==> config.mk <==
export PLATFORM = sky130hd
export DESIGN_NAME = xor_checked_frame_receiver_flat
export DESIGN_NICKNAME = d
export VERILOG_FILES = /design/src/design/xcfr_pkg.sv /design/src/design/xcfr_item_if.sv /design/src/design/xcfr_result_if.sv /design/src/design/xcfr_front.sv /design/src/design/xcfr_queue.sv /design/src/design/xcfr_back.sv /design/src/design/xor_checked_frame_receiver.sv /design/src/flat_wrapper.sv
export SDC_FILE = /design/constraint.sdc
export NUM_CORES = 1
export LEC_CHECK = 0
export ABC_AREA = 1
export BUFFER_PORTS_ARGS = -buffer_cell sky130_fd_sc_hd__buf_4
export CORE_MARGIN = 2
export CORE_UTILIZATION = 48
export CTS_BUF_LIST = sky130_fd_sc_hd__clkbuf_16
export DETAILED_ROUTE_END_ITERATION = 10
export GPL_TIMING_DRIVEN = 1
export PLACE_DENSITY = 0.67
export SYNTH_ARGS = -nofsm -noshare
export SYNTH_HDL_FRONTEND = slang
export SYNTH_SLANG_ARGS = --single-unit
==> constraint.sdc <==
create_clock -name clk -period 9.5 [get_ports clk]
set_input_delay 1.425 -clock clk [delete_from_list [all_inputs] [get_ports clk]]
set_output_delay 1.425 -clock clk [all_outputs]
set_load 0.01 [all_outputs]
==> src/design/xcfr_pkg.sv <==
// ----------------------------------------------------------------------------
// xcfr_pkg
// Shared types, codes and sizes of the XOR-checked frame receiver.
// ----------------------------------------------------------------------------
`default_nettype none

package xcfr_pkg;

	// sizes
	localparam int MAX_PAYLOAD = 16;
	localparam int BYTE_W      = 8;
	localparam int LEN_W       = 5;
	localparam int IDX_W       = $clog2(MAX_PAYLOAD);
	localparam int TICK_W      = 24;
	localparam int STATUS_W    = 3;
	localparam int OPCODE_W    = 2;
	localparam int CFG_IDX_W   = 3;
	localparam int CFG_DATA_W  = 24;

	localparam logic [LEN_W-1:0]  LEN_SAT  = '1;
	localparam logic [TICK_W-1:0] IDLE_MAX = '1;

	// configuration register indexes
	localparam logic [CFG_IDX_W-1:0] REG_START_BYTE    = 3'd0;
	localparam logic [CFG_IDX_W-1:0] REG_RESPONSE_TYPE = 3'd1;
	localparam logic [CFG_IDX_W-1:0] REG_EVENT_TYPE    = 3'd2;
	localparam logic [CFG_IDX_W-1:0] REG_STARTED_ID    = 3'd3;
	localparam logic [CFG_IDX_W-1:0] REG_STOPPED_ID    = 3'd4;
	localparam logic [CFG_IDX_W-1:0] REG_TIMEOUT       = 3'd5;

	typedef enum logic [OPCODE_W-1:0] {
		OP_BYTE   = 2'd0,
		OP_TICK   = 2'd1,
		OP_ARM    = 2'd2,
		OP_CANCEL = 2'd3
	} opcode_t;

	typedef enum logic [STATUS_W-1:0] {
		ST_MATCHED    = 3'd0,
		ST_EVENT      = 3'd1,
		ST_UNEXPECTED = 3'd2,
		ST_OTHER      = 3'd3,
		ST_BAD_SUM    = 3'd4,
		ST_TOO_LONG   = 3'd5,
		ST_TIMEOUT    = 3'd6
	} status_t;

	typedef enum logic [2:0] {
		PH_HUNT = 3'd0,
		PH_TYPE = 3'd1,
		PH_ID   = 3'd2,
		PH_LEN  = 3'd3,
		PH_DATA = 3'd4,
		PH_SUM  = 3'd5
	} phase_t;

	typedef logic [MAX_PAYLOAD-1:0][BYTE_W-1:0] payload_t;

	// one finished frame or report, handed from the parser to the emitter
	typedef struct packed {
		status_t            status;
		logic [BYTE_W-1:0]  ftype;
		logic [BYTE_W-1:0]  fid;
		logic [LEN_W-1:0]   len;
		payload_t           payload;
		logic               motor;
	} job_t;

	typedef struct packed {
		logic full;
		logic empty;
	} q_status_t;

endpackage

`default_nettype wire

==> src/design/xcfr_item_if.sv <==
// ----------------------------------------------------------------------------
// xcfr_item_if
// Input word channel: opcode, line byte and awaited id.
// ----------------------------------------------------------------------------
`default_nettype none

interface xcfr_item_if;
	import xcfr_pkg::*;

	logic                valid;
	logic                ready;
	logic [OPCODE_W-1:0] opcode;
	logic [BYTE_W-1:0]   rx_byte;
	logic [BYTE_W-1:0]   expect_id;

	modport source (output valid, output opcode, output rx_byte, output expect_id,
		input ready);
	modport sink (input valid, input opcode, input rx_byte, input expect_id,
		output ready);
endinterface

`default_nettype wire

==> src/design/xcfr_result_if.sv <==
// ----------------------------------------------------------------------------
// xcfr_result_if
// Result word channel: frame report or one payload byte of a delivered frame.
// ----------------------------------------------------------------------------
`default_nettype none

interface xcfr_result_if;
	import xcfr_pkg::*;

	logic                valid;
	logic                ready;
	logic [STATUS_W-1:0] status;
	logic [BYTE_W-1:0]   frame_type;
	logic [BYTE_W-1:0]   frame_id;
	logic [LEN_W-1:0]    payload_len;
	logic [BYTE_W-1:0]   payload_byte;
	logic [IDX_W-1:0]    byte_index;
	logic                last;
	logic                motor_active;

	modport source (output valid, output status, output frame_type, output frame_id,
		output payload_len, output payload_byte, output byte_index, output last,
		output motor_active, input ready);
	modport sink (input valid, input status, input frame_type, input frame_id,
		input payload_len, input payload_byte, input byte_index, input last,
		input motor_active, output ready);
endinterface

`default_nettype wire

==> src/design/xcfr_front.sv <==
// ----------------------------------------------------------------------------
// xcfr_front
// Parser: takes one input word a cycle while the job queue is not full, tracks
// the frame, the wait and the motor flag, and pushes a job for every frame outcome.
// ----------------------------------------------------------------------------
`default_nettype none

module xcfr_front (
	input  wire logic                            clk,
	input  wire logic                            arst_n,
	xcfr_item_if.sink                            item,
	input  wire logic                            cfg_we,
	input  wire logic [xcfr_pkg::CFG_IDX_W-1:0]  cfg_index,
	input  wire logic [xcfr_pkg::CFG_DATA_W-1:0] cfg_data,
	input  wire xcfr_pkg::q_status_t             q_stat,
	output      logic                            push,
	output      xcfr_pkg::job_t                  push_job
);
	import xcfr_pkg::*;

	// configuration
	logic [BYTE_W-1:0] start_byte_q, response_type_q, event_type_q;
	logic [BYTE_W-1:0] started_id_q, stopped_id_q;
	logic [TICK_W-1:0] timeout_q;

	// parser state
	phase_t            phase_q, phase_d;
	logic [BYTE_W-1:0] type_q, type_d, id_q, id_d, xor_q, xor_d;
	logic [LEN_W-1:0]  len_q, len_d, count_q, count_d;
	logic [TICK_W-1:0] idle_q, idle_d;
	logic              awaiting_q, awaiting_d, motor_q, motor_d;
	logic [BYTE_W-1:0] awaited_q, awaited_d;
	payload_t          store_q;

	logic              acc;
	logic              st_we;
	logic [IDX_W-1:0]  st_addr;
	logic [BYTE_W-1:0] b;
	logic [LEN_W-1:0]  count_inc;
	logic [TICK_W-1:0] idle_inc;
	status_t           job_status;

	assign item.ready = !q_stat.full;
	assign acc        = item.valid && !q_stat.full;
	assign b          = item.rx_byte;
	assign count_inc  = count_q + 1'b1;
	assign idle_inc   = (idle_q < IDLE_MAX) ? idle_q + 1'b1 : idle_q;

	// configuration writes
	always_ff @(posedge clk or negedge arst_n) begin
		if (!arst_n) begin
			start_byte_q    <= 8'd170;
			response_type_q <= 8'd2;
			event_type_q    <= 8'd3;
			started_id_q    <= 8'd1;
			stopped_id_q    <= 8'd2;
			timeout_q       <= 24'd50000;
		end else if (cfg_we) begin
			case (cfg_index)
				REG_START_BYTE:    start_byte_q    <= cfg_data[BYTE_W-1:0];
				REG_RESPONSE_TYPE: response_type_q <= cfg_data[BYTE_W-1:0];
				REG_EVENT_TYPE:    event_type_q    <= cfg_data[BYTE_W-1:0];
				REG_STARTED_ID:    started_id_q    <= cfg_data[BYTE_W-1:0];
				REG_STOPPED_ID:    stopped_id_q    <= cfg_data[BYTE_W-1:0];
				REG_TIMEOUT:       timeout_q       <= cfg_data[TICK_W-1:0];
				default: ;
			endcase
		end
	end

	// next state and job generation
	always_comb begin
		phase_d    = phase_q;
		type_d     = type_q;
		id_d       = id_q;
		len_d      = len_q;
		count_d    = count_q;
		xor_d      = xor_q;
		idle_d     = idle_q;
		awaiting_d = awaiting_q;
		awaited_d  = awaited_q;
		motor_d    = motor_q;
		st_we      = 1'b0;
		st_addr    = count_q[IDX_W-1:0];
		push       = 1'b0;
		job_status = ST_OTHER;
		if (acc) begin
			case (opcode_t'(item.opcode))
				OP_BYTE: begin
					idle_d = '0;
					case (phase_q)
						PH_HUNT: begin
							if (b == start_byte_q) begin
								type_d  = '0;
								id_d    = '0;
								len_d   = '0;
								count_d = '0;
								xor_d   = '0;
								phase_d = PH_TYPE;
							end
						end
						PH_TYPE: begin
							type_d  = b;
							xor_d   = b;
							phase_d = PH_ID;
						end
						PH_ID: begin
							id_d    = b;
							xor_d   = xor_q ^ b;
							phase_d = PH_LEN;
						end
						PH_LEN: begin
							xor_d = xor_q ^ b;
							if (b > BYTE_W'(MAX_PAYLOAD)) begin
								len_d      = (b > BYTE_W'(LEN_SAT)) ? LEN_SAT : b[LEN_W-1:0];
								phase_d    = PH_HUNT;
								push       = 1'b1;
								job_status = ST_TOO_LONG;
							end else begin
								len_d   = b[LEN_W-1:0];
								count_d = '0;
								phase_d = (b == '0) ? PH_SUM : PH_DATA;
							end
						end
						PH_DATA: begin
							st_we   = (count_q < LEN_W'(MAX_PAYLOAD));
							count_d = count_inc;
							xor_d   = xor_q ^ b;
							if (count_inc >= len_q)
								phase_d = PH_SUM;
						end
						PH_SUM: begin
							phase_d = PH_HUNT;
							push    = 1'b1;
							if (b != xor_q) begin
								job_status = ST_BAD_SUM;
							end else if (type_q == response_type_q) begin
								if (awaiting_q && id_q == awaited_q) begin
									awaiting_d = 1'b0;
									job_status = ST_MATCHED;
								end else begin
									job_status = ST_UNEXPECTED;
								end
							end else if (type_q == event_type_q) begin
								if (id_q == started_id_q)
									motor_d = 1'b1;
								else if (id_q == stopped_id_q)
									motor_d = 1'b0;
								job_status = ST_EVENT;
							end else begin
								job_status = ST_OTHER;
							end
						end
						default: phase_d = PH_HUNT;
					endcase
				end
				OP_TICK: begin
					if (phase_q != PH_HUNT) begin
						if (idle_inc > timeout_q) begin
							phase_d    = PH_HUNT;
							idle_d     = '0;
							push       = 1'b1;
							job_status = ST_TIMEOUT;
						end else begin
							idle_d = idle_inc;
						end
					end
				end
				OP_ARM: begin
					awaiting_d = 1'b1;
					awaited_d  = item.expect_id;
				end
				OP_CANCEL: awaiting_d = 1'b0;
				default: ;
			endcase
		end
		push_job.status  = job_status;
		push_job.ftype   = type_q;
		push_job.fid     = id_q;
		push_job.len     = len_d;
		push_job.payload = store_q;
		push_job.motor   = motor_d;
	end

	// state register
	always_ff @(posedge clk or negedge arst_n) begin
		if (!arst_n) begin
			phase_q    <= PH_HUNT;
			type_q     <= '0;
			id_q       <= '0;
			len_q      <= '0;
			count_q    <= '0;
			xor_q      <= '0;
			idle_q     <= '0;
			awaiting_q <= 1'b0;
			awaited_q  <= '0;
			motor_q    <= 1'b0;
		end else begin
			phase_q    <= phase_d;
			type_q     <= type_d;
			id_q       <= id_d;
			len_q      <= len_d;
			count_q    <= count_d;
			xor_q      <= xor_d;
			idle_q     <= idle_d;
			awaiting_q <= awaiting_d;
			awaited_q  <= awaited_d;
			motor_q    <= motor_d;
		end
	end

	// payload buffer
	always_ff @(posedge clk) begin
		if (st_we)
			store_q[st_addr] <= b;
	end

endmodule

`default_nettype wire

==> src/design/xcfr_queue.sv <==
// ----------------------------------------------------------------------------
// xcfr_queue
// Two-entry job queue between the parser and the result emitter.
// ----------------------------------------------------------------------------
`default_nettype none

module xcfr_queue (
	input  wire logic                clk,
	input  wire logic                arst_n,
	input  wire logic                push,
	input  wire xcfr_pkg::job_t      push_job,
	input  wire logic                pop,
	output      xcfr_pkg::job_t      head,
	output      xcfr_pkg::q_status_t stat
);
	import xcfr_pkg::*;

	job_t       mem_q [2];
	logic       wr_q, rd_q;
	logic [1:0] cnt_q;

	assign stat.full  = (cnt_q == 2'd2);
	assign stat.empty = (cnt_q == 2'd0);
	assign head       = mem_q[rd_q];

	// pointers and fill count
	always_ff @(posedge clk or negedge arst_n) begin
		if (!arst_n) begin
			wr_q  <= 1'b0;
			rd_q  <= 1'b0;
			cnt_q <= '0;
		end else begin
			if (push)
				wr_q <= !wr_q;
			if (pop)
				rd_q <= !rd_q;
			case ({push, pop})
				2'b10:   cnt_q <= cnt_q + 1'b1;
				2'b01:   cnt_q <= cnt_q - 1'b1;
				default: ;
			endcase
		end
	end

	// entry storage
	always_ff @(posedge clk) begin
		if (push)
			mem_q[wr_q] <= push_job;
	end

	a_no_overflow: assert property (@(posedge clk) disable iff (!arst_n)
		push && stat.full |-> pop) else $error("job pushed into full queue");
	a_no_underflow: assert property (@(posedge clk) disable iff (!arst_n)
		pop |-> !stat.empty) else $error("job popped from empty queue");
	a_count_bound: assert property (@(posedge clk) disable iff (!arst_n)
		cnt_q != 2'd3) else $error("queue count out of range");

endmodule

`default_nettype wire

==> src/design/xcfr_back.sv <==
// ----------------------------------------------------------------------------
// xcfr_back
// Result emitter: turns each job into one report word or one word per
// payload byte, through a registered output stage.
// ----------------------------------------------------------------------------
`default_nettype none

module xcfr_back (
	input  wire logic                clk,
	input  wire logic                arst_n,
	input  wire xcfr_pkg::job_t      head,
	input  wire xcfr_pkg::q_status_t q_stat,
	output      logic                pop,
	xcfr_result_if.source            result
);
	import xcfr_pkg::*;

	job_t             job_q;
	logic             job_valid_q;
	logic [IDX_W-1:0] idx_q;
	logic             out_valid_q;

	logic             adv, deliver, is_last;

	assign adv     = !out_valid_q || result.ready;
	assign deliver = (job_q.status == ST_MATCHED || job_q.status == ST_EVENT)
		&& job_q.len != '0;
	assign is_last = !deliver || (LEN_W'(idx_q) + 1'b1 == job_q.len);
	assign pop     = !q_stat.empty && (!job_valid_q || (adv && is_last));

	// current job and byte counter
	always_ff @(posedge clk or negedge arst_n) begin
		if (!arst_n) begin
			job_valid_q <= 1'b0;
			idx_q       <= '0;
		end else if (pop) begin
			job_valid_q <= 1'b1;
			idx_q       <= '0;
		end else if (job_valid_q && adv) begin
			if (is_last)
				job_valid_q <= 1'b0;
			else
				idx_q <= idx_q + 1'b1;
		end
	end

	always_ff @(posedge clk) begin
		if (pop)
			job_q <= head;
	end

	// output register
	always_ff @(posedge clk or negedge arst_n) begin
		if (!arst_n)
			out_valid_q <= 1'b0;
		else if (adv)
			out_valid_q <= job_valid_q;
	end

	always_ff @(posedge clk) begin
		if (adv && job_valid_q) begin
			result.status       <= job_q.status;
			result.frame_type   <= job_q.ftype;
			result.frame_id     <= job_q.fid;
			result.payload_len  <= job_q.len;
			result.payload_byte <= deliver ? job_q.payload[idx_q] : '0;
			result.byte_index   <= idx_q;
			result.last         <= is_last;
			result.motor_active <= job_q.motor;
		end
	end

	assign result.valid = out_valid_q;

	a_report_single: assert property (@(posedge clk) disable iff (!arst_n)
		job_valid_q && !deliver |-> idx_q == '0) else $error("report word with index");
	a_index_in_frame: assert property (@(posedge clk) disable iff (!arst_n)
		job_valid_q && deliver |-> LEN_W'(idx_q) < job_q.len)
		else $error("byte index beyond frame length");
	a_last_frees_job: assert property (@(posedge clk) disable iff (!arst_n)
		job_valid_q && adv && is_last && q_stat.empty |=> !job_valid_q)
		else $error("job kept after final word");

endmodule

`default_nettype wire

==> src/design/xor_checked_frame_receiver.sv <==
// Receives framed bytes (start, type, id, length, payload, XOR checksum) and
// reports each frame outcome. The parser takes one input word per cycle while
// the job queue is not full; the result emitter gives one result word per cycle
// while the result side is ready, one per payload byte of a delivered frame and
// one for a report. A two-entry job queue lies between them, so input words are
// refused only while two finished frames still wait for their results to drain;
// a job passes the queue, the emitter's job register and then its output register.
// ----------------------------------------------------------------------------
// xor_checked_frame_receiver
// Top level: parser, job queue and result emitter.
// ----------------------------------------------------------------------------
`default_nettype none

module xor_checked_frame_receiver (
	input  wire logic                            clk,
	input  wire logic                            arst_n,
	xcfr_item_if.sink                            item,
	xcfr_result_if.source                        result,
	input  wire logic                            cfg_we,
	input  wire logic [xcfr_pkg::CFG_IDX_W-1:0]  cfg_index,
	input  wire logic [xcfr_pkg::CFG_DATA_W-1:0] cfg_data
);
	import xcfr_pkg::*;

	logic      push, pop;
	job_t      push_job, head;
	q_status_t q_stat;

	// frame parser
	xcfr_front u_front (
		.clk      (clk),
		.arst_n   (arst_n),
		.item     (item),
		.cfg_we   (cfg_we),
		.cfg_index(cfg_index),
		.cfg_data (cfg_data),
		.q_stat   (q_stat),
		.push     (push),
		.push_job (push_job)
	);

	// job queue
	xcfr_queue u_queue (
		.clk     (clk),
		.arst_n  (arst_n),
		.push    (push),
		.push_job(push_job),
		.pop     (pop),
		.head    (head),
		.stat    (q_stat)
	);

	// result emitter
	xcfr_back u_back (
		.clk   (clk),
		.arst_n(arst_n),
		.head  (head),
		.q_stat(q_stat),
		.pop   (pop),
		.result(result)
	);

endmodule

`default_nettype wire

==> src/flat_wrapper.sv <==
// flat-port wrapper written by rule: the top's interface ports become plain ports
module xor_checked_frame_receiver_flat import xcfr_pkg::*;
  (clk, arst_n, cfg_we, cfg_index, cfg_data, item_valid, item_opcode, item_rx_byte, item_expect_id, item_ready, result_valid, result_status, result_frame_type, result_frame_id, result_payload_len, result_payload_byte, result_byte_index, result_last, result_motor_active, result_ready);
  xcfr_item_if item_i ();
  xcfr_result_if result_i ();
  input  wire logic clk;
  input  wire logic arst_n;
  input  wire logic cfg_we;
  input  wire logic [xcfr_pkg::CFG_IDX_W-1:0] cfg_index;
  input  wire logic [xcfr_pkg::CFG_DATA_W-1:0] cfg_data;
  input wire logic [$bits(item_i.valid)-1:0] item_valid;
  input wire logic [$bits(item_i.opcode)-1:0] item_opcode;
  input wire logic [$bits(item_i.rx_byte)-1:0] item_rx_byte;
  input wire logic [$bits(item_i.expect_id)-1:0] item_expect_id;
  output wire logic [$bits(item_i.ready)-1:0] item_ready;
  output wire logic [$bits(result_i.valid)-1:0] result_valid;
  output wire logic [$bits(result_i.status)-1:0] result_status;
  output wire logic [$bits(result_i.frame_type)-1:0] result_frame_type;
  output wire logic [$bits(result_i.frame_id)-1:0] result_frame_id;
  output wire logic [$bits(result_i.payload_len)-1:0] result_payload_len;
  output wire logic [$bits(result_i.payload_byte)-1:0] result_payload_byte;
  output wire logic [$bits(result_i.byte_index)-1:0] result_byte_index;
  output wire logic [$bits(result_i.last)-1:0] result_last;
  output wire logic [$bits(result_i.motor_active)-1:0] result_motor_active;
  input wire logic [$bits(result_i.ready)-1:0] result_ready;
  assign item_i.valid = item_valid;
  assign item_i.opcode = item_opcode;
  assign item_i.rx_byte = item_rx_byte;
  assign item_i.expect_id = item_expect_id;
  assign item_ready = item_i.ready;
  assign result_valid = result_i.valid;
  assign result_status = result_i.status;
  assign result_frame_type = result_i.frame_type;
  assign result_frame_id = result_i.frame_id;
  assign result_payload_len = result_i.payload_len;
  assign result_payload_byte = result_i.payload_byte;
  assign result_byte_index = result_i.byte_index;
  assign result_last = result_i.last;
  assign result_motor_active = result_i.motor_active;
  assign result_i.ready = result_ready;
  xor_checked_frame_receiver u_core (.clk(clk), .arst_n(arst_n), .item(item_i), .result(result_i), .cfg_we(cfg_we), .cfg_index(cfg_index), .cfg_data(cfg_data));
endmodule
# Word-level counts from Yosys, hierarchy flattened
# Memories as Yosys holds them, arrays and structs flattened. A register that Yosys moved wholly into a read port is not among the register bits.
# Index checks and enable logic that the tools add are counted.
dict set report op_classes {
  addsub 6
  n_lt_le_gt_ge 9
  n_eq_ne 36
  muxes 71
  bitwise 1
  reduce_logical 52
}
# op count
set op_table {}
lappend op_table {{bitwise mux 128 bit} 1}
lappend op_table {{two-way mux 24 bit} 3}
lappend op_table {{== test 8 bit} 6}
lappend op_table {{case mux 24 bit (2 select lines)} 1}
lappend op_table {{two-way mux 5 bit} 7}
lappend op_table {{two-way mux 3 bit} 11}
lappend op_table {{binary-select mux 8 bit (select 4 bit)} 1}
lappend op_table {{demux 8 bit (select 4 bit)} 1}
lappend op_table {{case mux 8 bit (2 select lines)} 2}
lappend op_table {{two-way mux 1 bit} 25}
lappend op_table {{adder 24 x 1 -> 24 bit (second input constant)} 1}
lappend op_table {{> comparator 24 bit} 1}
lappend op_table {{less-than comparator 24 bit (second input constant)} 1}
lappend op_table {{two-way mux 8 bit} 3}
lappend op_table {{case mux 8 bit (3 select lines)} 1}
lappend op_table {{case mux 3 bit (2 select lines)} 3}
lappend op_table {{AND reduction 2 bit} 9}
lappend op_table {{> comparator 8 x 5 -> 1 bit (second input constant)} 2}
lappend op_table {{!= test 2 bit (second input constant)} 8}
lappend op_table {{case mux 3 bit (5 select lines)} 1}
lappend op_table {{case mux 5 bit (3 select lines)} 1}
lappend op_table {{== test 3 x 2 -> 1 bit (second input constant)} 4}
lappend op_table {{== test 3 bit (second input constant)} 4}
lappend op_table {{two-way mux 4 bit} 3}
lappend op_table {{36 further kinds} 75}
dict set report word_totals {
  reg_bits 311
  mem_bits_rw 306
  in_bits 50
  out_inout_bits 40
  wordCells 222
  mem_count 1
}
# memory words width read_ports rd_ports_with_merged_regs write_ports line
set memory_table {}
lappend memory_table {u_core.u_queue.mem_q 2 153 1 1 1 xcfr_queue.sv:18} ;# job_t mem_q [2];

# Logic depth before layout (Yosys ltp)
dict set report logic_depth {
  ltp_word 10
  depth_mapped 25
  depth_no_buf 25
}

# Hierarchy
# Synthesis repeated with hierarchy kept, for this count alone.
dict set report hier_totals {
  cells_unflattened 2475
  hier_area_um2 31196.2
}
# module instances cells_per_inst area_per_inst_um2 seq_area_each_um2
set by_module_without_submodules {}
lappend by_module_without_submodules {xcfr_queue 1 823 11916.4 9288.9}
lappend by_module_without_submodules {xcfr_front 1 1138 11836.4 7240.7}
lappend by_module_without_submodules {xcfr_back 1 514 7443.4 5885.6}

# Worst setup path after synthesis
# Ideal clock, no wire load.
dict set report synth_path {
  path_type {flip-flop to flip-flop}
  start {register u_core.u_front.idle_q[0]}
  end {memory u_core.u_queue.mem_q[1][0] in the netlist's numbering, enable pin}
  setup_ns 0.667
  t_arrival_ns 8.854
  t_required_ns 8.833
  setup_slack_ns -0.021
  path_stages_with_launch 22
  path_buffers 0
  period_less_slack_ns 9.521
  path_cell_list {dfrtp_1 ha_1 nand3_1 inv_1 nand2_1 nor3_4 inv_2 o21ai_0 inv_1 ha_1 nand2_1 nand2_1 nand2_1 nand2_1 nand2_1 nand2_1 nand2_1 nand3_1 nand4_1 nand2_1 nand2_1 nor2_1}
}
dict set report synth_via {
  elab_chain_len 9
  word_cells_on_any_way 10
  cone_classes {add/sub: 1; order compare: 2; mux: 7}
}
# element line
set synth_lines {}
lappend synth_lines {{start, declared} xcfr_front.sv:30} ;# logic [TICK_W-1:0] idle_q, idle_d;
lappend synth_lines {{start signal, assigned} xcfr_front.sv:205} ;# idle_q <= idle_d;
lappend synth_lines {{adder 24 x 1 -> 24 bit or less-than comparator 24 bit (tied branches)} xcfr_front.sv:47} ;# assign idle_inc = (idle_q < IDLE_MAX) ? idle_q + 1'b1 : idle_q;
lappend synth_lines {{two-way mux 24 bit (*)} xcfr_front.sv:47}
lappend synth_lines {{> comparator 24 bit (*)} xcfr_front.sv:159} ;# if (idle_inc > timeout_q) begin
lappend synth_lines {{two-way mux 1 bit (*)} xcfr_front.sv:159}
lappend synth_lines {{two-way mux 1 bit (*)} xcfr_front.sv:158} ;# if (phase_q != PH_HUNT) begin
lappend synth_lines {{case mux 1 bit (2 select lines) (*)} xcfr_front.sv:88} ;# case (opcode_t'(item.opcode))
lappend synth_lines {{two-way mux 1 bit (*)} xcfr_front.sv:87} ;# if (acc) begin
lappend synth_lines {{two-way mux 1 bit (*)} xcfr_queue.sv:47} ;# if (push)
lappend synth_lines {{two-way mux 1 bit (not written as such) (*)} xcfr_queue.sv:48} ;# mem_q[wr_q] <= push_job;
lappend synth_lines {{end, declared} xcfr_queue.sv:18}
# Every way passes the cells marked *; elsewhere a longest branch is shown, timed or not.

# Final worst setup path
dict set report layout_path {
  start {register u_core.u_front.idle_q[0]}
  end {memory u_core.u_queue.mem_q[1][108] in the netlist's numbering, enable pin}
}
# The elaborated chain is that of the path after synthesis.

==> flow_summary.toml <==
[sta]
layout_worst_path_cycle_share_pct = 55.88
setup_tns_ns = 0
maxSlewViolCount = 0
timing.max_slew.rel_slack_pct = 5.611
max_slew.worst_pin.slew_ns = 1.411
rsz0062_at_grt = "false"
clock-skew-final_ns = 0.02167
maxClockFrequency_ghz = 0.1884
worst_slack_ns = 4.192
report.final.hold_viol_count = 0
timing.final.setup_violations = 0
min_period_ns = 5.308

[setup_path]
r2r_cells = 22
critical_path_required_ns = 9.73
cpMostUsedCell = "nand2_1"
worstSetupEndpointType = "register"
critical-path-top-delay-family = "simple AND/OR/NAND/NOR gates"
timing.critical_path.slowest_stage_cell = "buf_4"
critical_path.max_fanout = 76
reg2reg_capture_point = "u_core.u_queue.mem_q[1][108]"
ff2ff_setup_slack_ns = 4.19
path_cells = "ha_1, nand3_1, inv_1, nand2_1, nor3_4, inv_2, o21ai_0, inv_1, ha_1, nand2_1, nand2_1, nand2_1, nand2_1, nand2_1, nand2_1, nand2_1, nand3_1, nand4_1, nand2_1, nand2_1, nor2_4, buf_4"
critical_path.reg2reg.startpoint = "u_core.u_front.idle_q[0]"
worstSetupStartpointType = "register"
crit_path_class = "register to register"
critPathMaxStageDelay_ns = 0.90
crit_buf_inv = 4
cp.arrival_ns = 5.54

[clocking]
cts_num_sinks = 770
clock_insertion_delay_worst_skew_ns = 0.62
post_cts_resized = 0
holdBufCountCts = 0
cts_tree = "done"
number_of_buffers_inserted_by_post_cts_setup_repair = 0
cts_buffer_depth = 3
ctsRootBufferMaster = "clkbuf_16"
worst_setup_hold_path_clk_slew_ns = 0.06
htreeDepth = 3
cts_buf_count = 78

[route]
number_of_nets_with_antenna_violations_after_detailed_routing = 0
wl_mm = 61.86
first_iter_violations = 1227
num_vias = 17620
dr.pass1.iters = 5
avgRoutedWirePerCell_um = 18.05
via_per_inst = 5.142
post_route_drc_violation_count = 0

[grt]
grt_overflow_total = 0
grt_max_degree = 97
antenna_found_initial = 1
track_usage_pct = 18.91
number_of_global_route_vias_before_repair = 17400
first_pass_grt_wire_length_mm = 96.60

[pwr]
netSwitchingPower_w = 0.002904
seq_power_share_pct = 50.2
internal_power_w = 0.006714
peakVddDrop_v = 0.0001375
power.clock.fraction_pct = 29.9
power_density_nw_per_um2 = 280.6
share_comb_of_total_power_pct = 19.9
totalPowerFinal_w = 0.009618
static_power_due_to_leakage_nw = 13.65
swShare_pct = 30.19

[place]
gpl.final_weighted_congestion = 0.8574
place.detailed.hpwl_mm = 37.92
preCtsSetupSlack_ns = 4.222
postPlaceCellArea_um2 = 31860
place.port_buffers = 89
placedCellCount = 3288

[job]
maxCapViolCount = 0

[die]
vertical_die_dimension_um = 255.4
fp.dieArea_um2 = 65210
fp.coreArea_um2 = 62740
num_rows = 92
initial_core_util_pct = 48.34
boundaryPins = 90
chipWidth_um = 255.4

[yosys]
synthesis.area_um2 = 30330
netlist.top_cell.by_area = "edfxtp_1"
synthesis.area_per_instance_um2 = 12.55
synth_seq_cells = 770
synth_top_flop_cell = "edfxtp_1"
synth_warnings = 0
synthArstFlopShare_pct = 18.83
post_synth_num_cell_types = 51
synth_top_cell_area_share_pct = 61.88
synthesis.nets = 2503
synthesis.instances = 2417
synth_edf_count = 625
netlist_top_cells_area = "edfxtp_1 62%, dfrtp_1 11%, nand2_1 9.1%, o21ai_0 2.5%, inv_1 2.3%"
synth_sequential_area_ratio_pct = 73.91

[final_layout]
layout.cell_area.non_filler_um2 = 34280
final-instance-count-excl-fill = 3427
num-nets-final = 2608
final_layout_size_suffix_gt1_share_pct = 10.11
multi_input_comb_area_um2 = 6845
inserted_diodes = 0
num-fill-cells = 5095
sequential_cell_area_um2 = 22420
syn_to_final_growth_pct = 13.04

[worst_hold_path]
whs_endpoint = "u_core.u_back.result.frame_id[7]"
hold_start = "u_core.u_back.job_q[141]"
min_path_type = "register to register"
whs_path_depth = 0

[status]
outcome = "completed"
[through the flow]
step	util [%]	hold WS [ns]
floorplan	-	0.4003
global placement	50.79	0.4067
detailed placement	50.79	0.4045
CTS	54.64	0.4211
global route	54.64	0.4303
finish	54.64	0.4197
[power by group through the flow]
stage / registers (W) / clock network (W) / logic (W)
after global placement: 0.00487 / 0 / 0.00188
after CTS: 0.00483 / 0.00293 / 0.00194
after global routing: 0.00489 / 0.00307 / 0.00216
final: 0.00483 / 0.00287 / 0.00192
after detailed placement: 0.00490 / 0 / 0.00193
after floorplan: 0.00477 / 0 / 0.00131
[cell type report]
| cell class | instances | share of cell area (%) |
|---|---|---|
| multi-input cells | 1375 | 19.97 |
| clock buffers | 82 | 5.986 |
| inverters | 190 | 2.124 |
| clock inverters | 57 | 1.073 |
| repair buffers | 107 | 2.354 |
| flip-flops and latches | 770 | 65.41 |
| well taps | 846 | 3.088 |
[worst max-delay path by stage]
stage,startpoint,to,slack (ns),depth (start not counted)
after floorplan,u_core.u_front.idle_q[0],u_core.u_queue.mem_q[1][0],2.56,21
after global placement,u_core.u_front.idle_q[0],u_core.u_queue.mem_q[1][92],4.36,22
after detailed placement,u_core.u_front.idle_q[0],u_core.u_queue.mem_q[1][84],4.22,22
after CTS,u_core.u_front.idle_q[0],u_core.u_queue.mem_q[1][116],4.20,22
after global routing,u_core.u_front.idle_q[0],u_core.u_queue.mem_q[1][34],3.73,22
final,u_core.u_front.idle_q[0],u_core.u_queue.mem_q[1][108],4.19,22
[cells in the mapped netlist, types with 3 or more instances]
master	count
nor4_1	4
a21oi_1	66
buf_4	4
inv_1	185
o211ai_1	8
o2111ai_1	3
clkbuf_1	56
clkbuf_2	3
o31ai_1	5
nor3_1	17
nand4_1	24
inv_2	4
xor2_1	54
buf_1	5
dfrtp_1	130
xnor2_1	26
nor2_1	100
edfxtp_1	625
nand2_1	738
nand2_2	3
dfstp_2	15
o22ai_1	14
ha_1	36
nand3_1	43
o21ai_1	12
mux2_2	6
buf_2	11
a211oi_1	8
mux2i_1	32
o21ai_0	154
[worst reg2reg max path, stage by stage, from the launching register on]
cell and delay (ns):
dfrtp_1 0.43, ha_1 0.31, nand3_1 0.15, inv_1 0.10, nand2_1 0.13, nor3_4 0.26
inv_2 0.20, o21ai_0 0.33, inv_1 0.08, ha_1 0.30, nand2_1 0.06, nand2_1 0.05
nand2_1 0.05, nand2_1 0.06, nand2_1 0.05, nand2_1 0.05, nand2_1 0.04, nand3_1 0.12
nand4_1 0.14, nand2_1 0.13, nand2_1 0.14, nor2_4 0.71, buf_4 0.90
[sequential cells by signal, summed over array words and instances (netlist names), 24 cells and up]
signal / cells
u_core.u_back.job_q: 153
u_core.u_front.idle_q: 24
u_core.u_front.push_job: 128
u_core.u_front.timeout_q: 24
u_core.u_queue.mem_q: 306
[metal layers]
| metal | global-route usage (%) | vias up | wire length [um] |
|---|---|---|---|
| met4 | 5.343 | 0 | 1175 |
| met2 | 31.42 | 418 | 29870 |
| met5 | 0 | - | 0 |
| met1 | 25.47 | 8676 | 27350 |
| met3 | 3.690 | 74 | 3455 |
| li1 | - | 8453 | - |
[placed cells by master (no fill, tap or decap), types with 26 or more instances in the layout]
cell type / Yosys / final
clkbuf_16: 0 / 82
mux2i_1: 32 / 32
o21ai_0: 154 / 154
nor2_1: 100 / 98
dfrtp_1: 130 / 128
edfxtp_1: 625 / 625
ha_1: 36 / 36
buf_4: 4 / 106
inv_1: 185 / 205
a21oi_1: 66 / 66
nand3_1: 43 / 43
nand2_1: 738 / 738
xnor2_1: 26 / 26
xor2_1: 54 / 54
[logic make-up (layout without fill, tap and decap cells)]
logic type	Yosys count	in the layout	share of synthesized area, %
AND/OR/NAND/NOR	943	943	12.45
flip-flops	770	770	73.91
AO/OA/AOI/OAI	278	278	4.996
buffers and inverters	272	436	3.569
XOR/XNOR	80	80	2.310
multiplexers	38	38	1.279
adder cells (fa/ha/maj)	36	36	1.485
Power figures use the tool's default switching activity.
